## config.mk

```make
export PLATFORM = sky130hd
export DESIGN_NAME = hsv_to_rgb_pixel
export DESIGN_NICKNAME = d
export VERILOG_FILES = /design/src/design/hsv_pkg.sv /design/src/design/hsv_to_rgb_pixel.sv
export SDC_FILE = /design/constraint.sdc
export NUM_CORES = 2
export LEC_CHECK = 0
export ABC_CLOCK_PERIOD_IN_PS = 14600
export BUFFER_PORTS_ARGS = -buffer_cell sky130_fd_sc_hd__buf_2
export CORE_UTILIZATION = 40
export CTS_CLUSTER_SIZE = 40
export DETAILED_ROUTE_END_ITERATION = 7
export PLACE_DENSITY = 0.66
export SLEW_MARGIN = 0
export SYNTH_ARGS = -nofsm -noshare
export SYNTH_HDL_FRONTEND = slang
export SYNTH_SLANG_ARGS = --single-unit
```

## constraint.sdc

```tcl
create_clock -name clock -period 14.6 [get_ports clock]
set_clock_uncertainty 0.2 [all_clocks]
set_input_delay 2.92 -clock clock [delete_from_list [all_inputs] [get_ports clock]]
set_output_delay 2.92 -clock clock [all_outputs]
set_load 0.02 [all_outputs]
```

## src/design/hsv_pkg.sv

```systemverilog
// Constants and helpers for the HSV to RGB pixel converter.
package hsv_pkg;

   localparam int HueWidth  = 10;
   localparam int ChanWidth = 8;
   localparam int RemWidth  = 6;
   localparam int SecWidth  = 3;
   localparam int ScaleWidth = 14;
   localparam int ProdWidth  = ChanWidth + ScaleWidth;
   localparam int RecipShift = 38;
   localparam int RecipWidth = 25;
   localparam int QuotWidth  = ProdWidth + RecipWidth;

   localparam logic [HueWidth-1:0]   DegFull   = HueWidth'(360);
   localparam logic [HueWidth-1:0]   DegSector = HueWidth'(60);
   localparam logic [ChanWidth-1:0]  ChanMax   = 8'd255;
   localparam logic [ScaleWidth-1:0] ScaleQt   = ScaleWidth'(15300);

   // ceil(2^38 / 15300); exact floor division for every product below 2^22
   localparam logic [63:0] RecipFull = ((64'd1 << RecipShift) + 64'd15299) / 64'd15300;
   localparam logic [RecipWidth-1:0] RecipQt = RecipFull[RecipWidth-1:0];

   localparam int GreenShift = 8;
   localparam int BlueShift  = 16;

   typedef logic [SecWidth-1:0] sector_type;

   // Start of each 60 degree sector
   function automatic logic [HueWidth-1:0] sector_base(input sector_type sec);
      logic [HueWidth-1:0] base;
      case (sec)
         3'd0:    base = HueWidth'(0);
         3'd1:    base = HueWidth'(60);
         3'd2:    base = HueWidth'(120);
         3'd3:    base = HueWidth'(180);
         3'd4:    base = HueWidth'(240);
         3'd5:    base = HueWidth'(300);
         default: base = HueWidth'(0);
      endcase
      return base;
   endfunction

endpackage

```

## src/design/hsv_to_rgb_pixel.sv

```systemverilog
// HSV to RGB pixel converter: five-stage pipeline with a stream interface.
// Throughput: one request per cycle; the multiply and reciprocal-divide stages set the depth.
// A stall at the result side holds every stage in place; req_tready drops with it.
// Reset (synchronous, active high) clears all stage valid bits; data registers are not reset.
module hsv_to_rgb_pixel
   import hsv_pkg::*;
(
   input  logic        clock,
   input  logic        reset,
   input  logic        req_tvalid,
   output logic        req_tready,
   input  logic [31:0] req_tdata,   // hue [9:0], saturation [17:10], brightness [25:18]
   output logic        rsp_tvalid,
   input  logic        rsp_tready,
   output logic [23:0] rsp_tdata    // packed_colour [23:0]
);

   logic advance;

   logic [HueWidth-1:0]  hue;
   logic [ChanWidth-1:0] sat;
   logic [ChanWidth-1:0] val;
   logic [HueWidth-1:0]  hue_eff;
   sector_type           sec_in;
   logic [HueWidth-1:0]  rem_full;

   // stage 1
   logic                  v1_ff;
   sector_type            sec1_ff;
   logic [RemWidth-1:0]   rem1_ff;
   logic [ChanWidth-1:0]  sat1_ff, val1_ff;
   logic                  blk1_ff;
   logic [2*ChanWidth-1:0] np1_ff, np1_in;

   // stage 2
   logic                  v2_ff;
   sector_type            sec2_ff;
   logic [ChanWidth-1:0]  val2_ff, p2_ff, p2_in;
   logic                  blk2_ff;
   logic [ScaleWidth-1:0] aq2_ff, at2_ff, aq2_in, at2_in;
   logic [ScaleWidth:0]   sr_full, st_full;
   logic [RemWidth:0]     rem_comp;
   logic [2*ChanWidth:0]  pdiv_sum;

   // stage 3
   logic                  v3_ff;
   sector_type            sec3_ff;
   logic [ChanWidth-1:0]  val3_ff, p3_ff;
   logic                  blk3_ff;
   logic [ProdWidth-1:0]  mq3_ff, mt3_ff;

   // stage 4
   logic                  v4_ff;
   sector_type            sec4_ff;
   logic [ChanWidth-1:0]  val4_ff, p4_ff;
   logic                  blk4_ff;
   logic [QuotWidth-1:0]  rq4_ff, rt4_ff;

   // stage 5 (output)
   logic                  v5_ff;
   logic [23:0]           rgb5_ff, rgb5_in;
   logic [ChanWidth-1:0]  q5, t5, r5, g5, b5;

   assign advance    = ~v5_ff | rsp_tready;
   assign req_tready = advance;
   assign rsp_tvalid = v5_ff;
   assign rsp_tdata  = rgb5_ff;

   assign hue = req_tdata[HueWidth-1:0];
   assign sat = req_tdata[HueWidth+ChanWidth-1:HueWidth];
   assign val = req_tdata[HueWidth+2*ChanWidth-1:HueWidth+ChanWidth];

   // Stage 1: fold 360 to 0, find the sector, start p
   always_comb begin
      hue_eff = (hue == DegFull) ? '0 : hue;
      sec_in  = SecWidth'(32'(hue_eff >= DegSector) + 32'(hue_eff >= 2 * DegSector)
                + 32'(hue_eff >= 3 * DegSector) + 32'(hue_eff >= 4 * DegSector)
                + 32'(hue_eff >= 5 * DegSector));
      rem_full = hue_eff - sector_base(sec_in);
      np1_in   = val * (ChanMax - sat);
   end

   // Stage 2: q and t scale terms, p = np / 255
   always_comb begin
      rem_comp = (RemWidth+1)'(DegSector) - {1'b0, rem1_ff};
      sr_full  = (ScaleWidth+1)'(sat1_ff) * (ScaleWidth+1)'(rem1_ff);
      st_full  = (ScaleWidth+1)'(sat1_ff) * (ScaleWidth+1)'(rem_comp);
      aq2_in   = ScaleQt - sr_full[ScaleWidth-1:0];
      at2_in   = ScaleQt - st_full[ScaleWidth-1:0];
      pdiv_sum = {1'b0, np1_ff} + (2*ChanWidth+1)'(np1_ff >> ChanWidth) + 1'b1;
      p2_in    = pdiv_sum[2*ChanWidth-1:ChanWidth];
   end

   // Stage 5: finish the divides, route channels by sector, zero the pixel for a hue above 360
   always_comb begin
      q5 = rq4_ff[RecipShift+ChanWidth-1:RecipShift];
      t5 = rt4_ff[RecipShift+ChanWidth-1:RecipShift];
      case (sec4_ff)
         3'd0:    begin r5 = val4_ff; g5 = t5;      b5 = p4_ff;   end
         3'd1:    begin r5 = q5;      g5 = val4_ff; b5 = p4_ff;   end
         3'd2:    begin r5 = p4_ff;   g5 = val4_ff; b5 = t5;      end
         3'd3:    begin r5 = p4_ff;   g5 = q5;      b5 = val4_ff; end
         3'd4:    begin r5 = t5;      g5 = p4_ff;   b5 = val4_ff; end
         3'd5:    begin r5 = val4_ff; g5 = p4_ff;   b5 = q5;      end
         default: begin r5 = '0;      g5 = '0;      b5 = '0;      end
      endcase
      if (blk4_ff) begin
         rgb5_in = '0;
      end else begin
         rgb5_in = ({16'd0, r5}) | ({16'd0, g5} << GreenShift) | ({16'd0, b5} << BlueShift);
      end
   end

   always_ff @(posedge clock) begin
      if (reset) begin
         v1_ff <= 1'b0;
         v2_ff <= 1'b0;
         v3_ff <= 1'b0;
         v4_ff <= 1'b0;
         v5_ff <= 1'b0;
      end else if (advance) begin
         v1_ff <= req_tvalid;
         v2_ff <= v1_ff;
         v3_ff <= v2_ff;
         v4_ff <= v3_ff;
         v5_ff <= v4_ff;
      end
   end

   always_ff @(posedge clock) begin
      if (advance) begin
         sec1_ff <= sec_in;
         rem1_ff <= rem_full[RemWidth-1:0];
         sat1_ff <= sat;
         val1_ff <= val;
         blk1_ff <= (hue > DegFull);
         np1_ff  <= np1_in;

         sec2_ff <= sec1_ff;
         val2_ff <= val1_ff;
         blk2_ff <= blk1_ff;
         p2_ff   <= p2_in;
         aq2_ff  <= aq2_in;
         at2_ff  <= at2_in;

         sec3_ff <= sec2_ff;
         val3_ff <= val2_ff;
         blk3_ff <= blk2_ff;
         p3_ff   <= p2_ff;
         mq3_ff  <= val2_ff * aq2_ff;
         mt3_ff  <= val2_ff * at2_ff;

         sec4_ff <= sec3_ff;
         val4_ff <= val3_ff;
         blk4_ff <= blk3_ff;
         p4_ff   <= p3_ff;
         rq4_ff  <= mq3_ff * RecipQt;
         rt4_ff  <= mt3_ff * RecipQt;

         rgb5_ff <= rgb5_in;
      end
   end

endmodule
```

# == Word-level counts from Yosys, hierarchy flattened ==
# Index checks and enable logic that the tools add are counted.
# word_totals
inputBits,36
wordCells,81
ff_bits,295
# classes
eq_ne,11
reduce_logical,7
multipliers,7
n_bitwise,4
addsub,11
muxes,5
magnitude_cmp,6
# ops
operator,count
8-bit one-hot mux with 4 select lines,3
22-bit by 25-bit multiplier with 46-bit output (second input constant),2
8-bit by 14-bit multiplier with 22-bit output,2
6-bit one-hot mux with 5 select lines,1
14-bit subtractor (first input constant),2
16-bit by 24-bit bitwise OR with 24-bit output,1
10-bit by 8-bit greater-or-equal comparator with 1-bit output (second input constant),2
16-bit by 1-bit adder with 16-bit output (second input constant),1
16-bit by 8-bit adder with 16-bit output,1
9-bit by 9-bit multiplier with 16-bit output,1
8-bit by 16-bit bitwise OR with 16-bit output,1
8-bit by 6-bit multiplier with 14-bit output,1
8-bit by 7-bit multiplier with 14-bit output,1
3-bit by 2-bit == test with 1-bit output (second input constant),4
3-bit == test (second input constant),4
2-bit OR reduction,6
10-bit by 9-bit == test with 1-bit output (second input constant),1
10-bit by 6-bit greater-or-equal comparator with 1-bit output (second input constant),1
10-bit by 7-bit greater-or-equal comparator with 1-bit output (second input constant),1
10-bit by 9-bit greater-or-equal comparator with 1-bit output (second input constant),1
10-bit by 9-bit greater-than comparator with 1-bit output (second input constant),1
10-bit two-way mux,1
8-bit by 8-bit subtractor with 9-bit output (first input constant),1
6-bit by 6-bit subtractor with 7-bit output (first input constant),1
8 further kinds,10

# == Depth between registers and ports, before layout ==
# logic_depth
word_depth,10
depth_mapped,22
depth_no_buf,22

# == Least setup slack after synthesis ==
# No wires, ideal clock.
# synth_path
path_type,input-to-output
from,input port rsp_tready
to,output port req_tready
arrival_time_ps,9096
stages,2
slack_ps,2384
path_cell_list,nand2b_1 -> clkbuf_1
# synth_via
elab_chain_len,1
# synth_lines
element,line_no,text
"start, declared",hsv_to_rgb_pixel.sv:14,"input logic rsp_tready,"
1-bit bitwise OR,hsv_to_rgb_pixel.sv:64,assign advance = ~v5_ff | rsp_tready;
"end, declared",hsv_to_rgb_pixel.sv:11,"output logic req_tready,"
# Every way passes these cells.

# == Worst setup path after layout ==
# layout_path
from,register mt3_ff[11]
to,register rt4_ff[45] (data pin)
# layout_via
elab_chain_len,1
# layout_lines
element,line_no,text
"start, declared",hsv_to_rgb_pixel.sv:50,"logic [ProdWidth-1:0] mq3_ff, mt3_ff;"
"start signal, assigned",hsv_to_rgb_pixel.sv:151,mt3_ff <= val2_ff * at2_ff;
22-bit by 25-bit multiplier with 46-bit output,hsv_to_rgb_pixel.sv:158,rt4_ff <= mt3_ff * RecipQt;
"end signal, assigned",hsv_to_rgb_pixel.sv:158,
"end, declared",hsv_to_rgb_pixel.sv:57,"logic [QuotWidth-1:0] rq4_ff, rt4_ff;"
# Every way passes these cells.
# A chain may end at the register's enable or synchronous reset.

==> run summary <==
Post-route minimum period: 7560 ps
Die W: 296 um
Yosys cell types: 72
Post-route ant nets: 0
First-iteration detailed-routing DRC count: 980
Setup Fix Bufs, Post-CTS: 0
CTS tree: done
Worst-Margin Slew: 1170 ps
Crit Path Category: register to register
Total I/O pin count: 62
Commonest non-fill, non-tap cell in the layout: inv_1
Diodes inserted: 0
Bufs on Longest Clock Path: 3
Die area: 0.0876 sq mm
Drt wl/cell: 14.3 um
Post-Route WL: 65100 um
Ys flop type: edfxtp_1
Rows: 107
Setup_tns: 0 ps
Mean number of vias per cell: 4.80
Global-route wire length before repair: 111000 um
Worst skew pair latency: 560 ps
Vias in the first global route: 22800
Max Slew Vio Count: 0
Mapped cell area: 0.0346 sq mm
Ys Warns: 0
RSZ-0062 raised after global routing: no
Critical Path End Type: register
# setup viols final: 0
Yosys top cell area share: 0.284
# nets final: 4576
Initial antenna violation count: 0
Die outline height: 296 um
Cells after Synth: 3359
Mean post-synth cell area: 10.3 sq um
Drt first pass iters: 5
Max-slew headroom: 0.223
Clock transition at path regs: 60 ps
Status: finished, final reports clean
CP Max Fanout: 7
CP required: 14700 ps
TritonCTS Buffers: 25
Core ar.: 0.0854 sq mm
Crit start category: register
Largest net degree at the start of global routing: 78
Hold Path Class: register to register
Cell accounting for the most synthesized area: fa_1
CTS root buf: clkbuf_16
Total global-route track usage: 0.155
Largest cells by area after synthesis: fa_1 (28%), ha_1 (24%), edfxtp_1 (18%)
Post-cts resize count: 0
Clock net sink count: 217
EDFF count, synth: 212
Share of post-route cells with drive strength above 1: 0.0390
Net Count, Synth: 4546
Initial Util: 0.405
DRC viols: 0
Max_cap viols: 0
CTS Hold Bufs: 0
Routability congestion estimate from global placement: 0.837
Layout area overhead: 6.80%
Period utilization: 0.518
Grt ovf: 0
Number of port buffers: 55
Final Hold Viols: 0
Most frequent cells in the layout: inv_1 (784), ha_1 (660), fa_1 (491)
Fmax: 0.132 GHz
Htree depth: 1
WP data arrival: 7660 ps
DP HPWL: 54000 um
Async set or reset register ratio after synthesis: 0
Sequential share of the synthesized area: 0.187
Synthesis-stage register bit count: 217
Via count: 21800
## kinds of logic after synthesis
family,Yosys count,synth area share
muxes,20,0.00583
adders and majority gates,1152,0.524
AOI/OAI and AO/OA,321,0.0620
and+or+nand+nor,711,0.106
buffers and inverters,845,0.0918
DFF,217,0.187
xor gates and xnor gates,93,0.0236
## synthesized netlist by cell type (16+ instances only)
master / count
o21ai_0: 48
nand4_1: 16
a21oi_1: 102
xor2_1: 20
nor2_1: 121
o21a_1: 16
and2_1: 190
clkbuf_1: 56
nor2b_1: 57
nand3_1: 34
a211oi_1: 17
xnor2_1: 73
mux2i_1: 19
edfxtp_1: 212
nand2b_1: 40
ha_1: 660
nor3_1: 23
inv_1: 784
nand2_1: 181
a21o_1: 36
fa_1: 491
## critical path, cell delays in order (launching register included)
cell	delay [ps]
edfxtp_1	650
inv_1	160
ha_1	350
inv_1	60
fa_1	390
fa_1	550
fa_1	560
inv_1	50
fa_1	470
inv_1	50
fa_1	500
fa_1	420
ha_1	320
nand3_1	140
nor4_2	100
a2111oi_0	820
o211ai_1	400
o21ai_1	430
a21o_2	240
a21oi_1	60
or3b_1	390
## worst paths after layout
| path | from | to | slack, ps | cells after the start |
|---|---|---|---|---|
| min | val1_ff[1]$_DFFE_PP_ | val2_ff[1]$_DFFE_PP_ | 210 | 0 |
| max | mt3_ff[11]$_DFFE_PP_ | rt4_ff[45]$_DFFE_PP_ | 7040 | 20 |
| max reg2reg | mt3_ff[11]$_DFFE_PP_ | rt4_ff[45]$_DFFE_PP_ | 7040 | 20 |
| min reg2reg | val1_ff[1]$_DFFE_PP_ | val2_ff[1]$_DFFE_PP_ | 210 | 0 |
## cell type report
class | count | area (sq um)
clock buffers | 32 | 692
repair buffers | 64 | 343
well taps | 1144 | 1430
clock inverters | 14 | 108
inverters | 784 | 2940
fillers | 8220 | 48500
flip-flops and latches | 217 | 6470
multi-input cells | 2297 | 24900
## sequential cells by signal, summed over array words and instances, names as in the netlist, 13 cells and up
name	count
np1_ff	16
rsp_tdata	24
at2_ff	13
mt3_ff	21
mq3_ff	22
aq2_ff	14
## metrics by stage
stage               hold slack, ps  setup WS, ps  std cells  cell area, sq um  utilization
floorplan                      200          2380       3359             34600            -
global placement               200          6990       4506             36100        0.423
detailed placement             205          6900       4506             36100        0.423
CTS                            218          6880       4552             36900        0.432
global route                   221          6630       4552             36900        0.432
finish                         215          7040       4552             36900        0.432
## routing by layer
metal / routed length [um] / track usage
met5: 0 / 0
met4: 957 / 0.0283
met3: 1660 / 0.0133
met2: 30600 / 0.264
met1: 31800 / 0.217
Power is not shown: default switching activity piles up to over one toggle a cycle in this logic, so the estimate is an artifact.
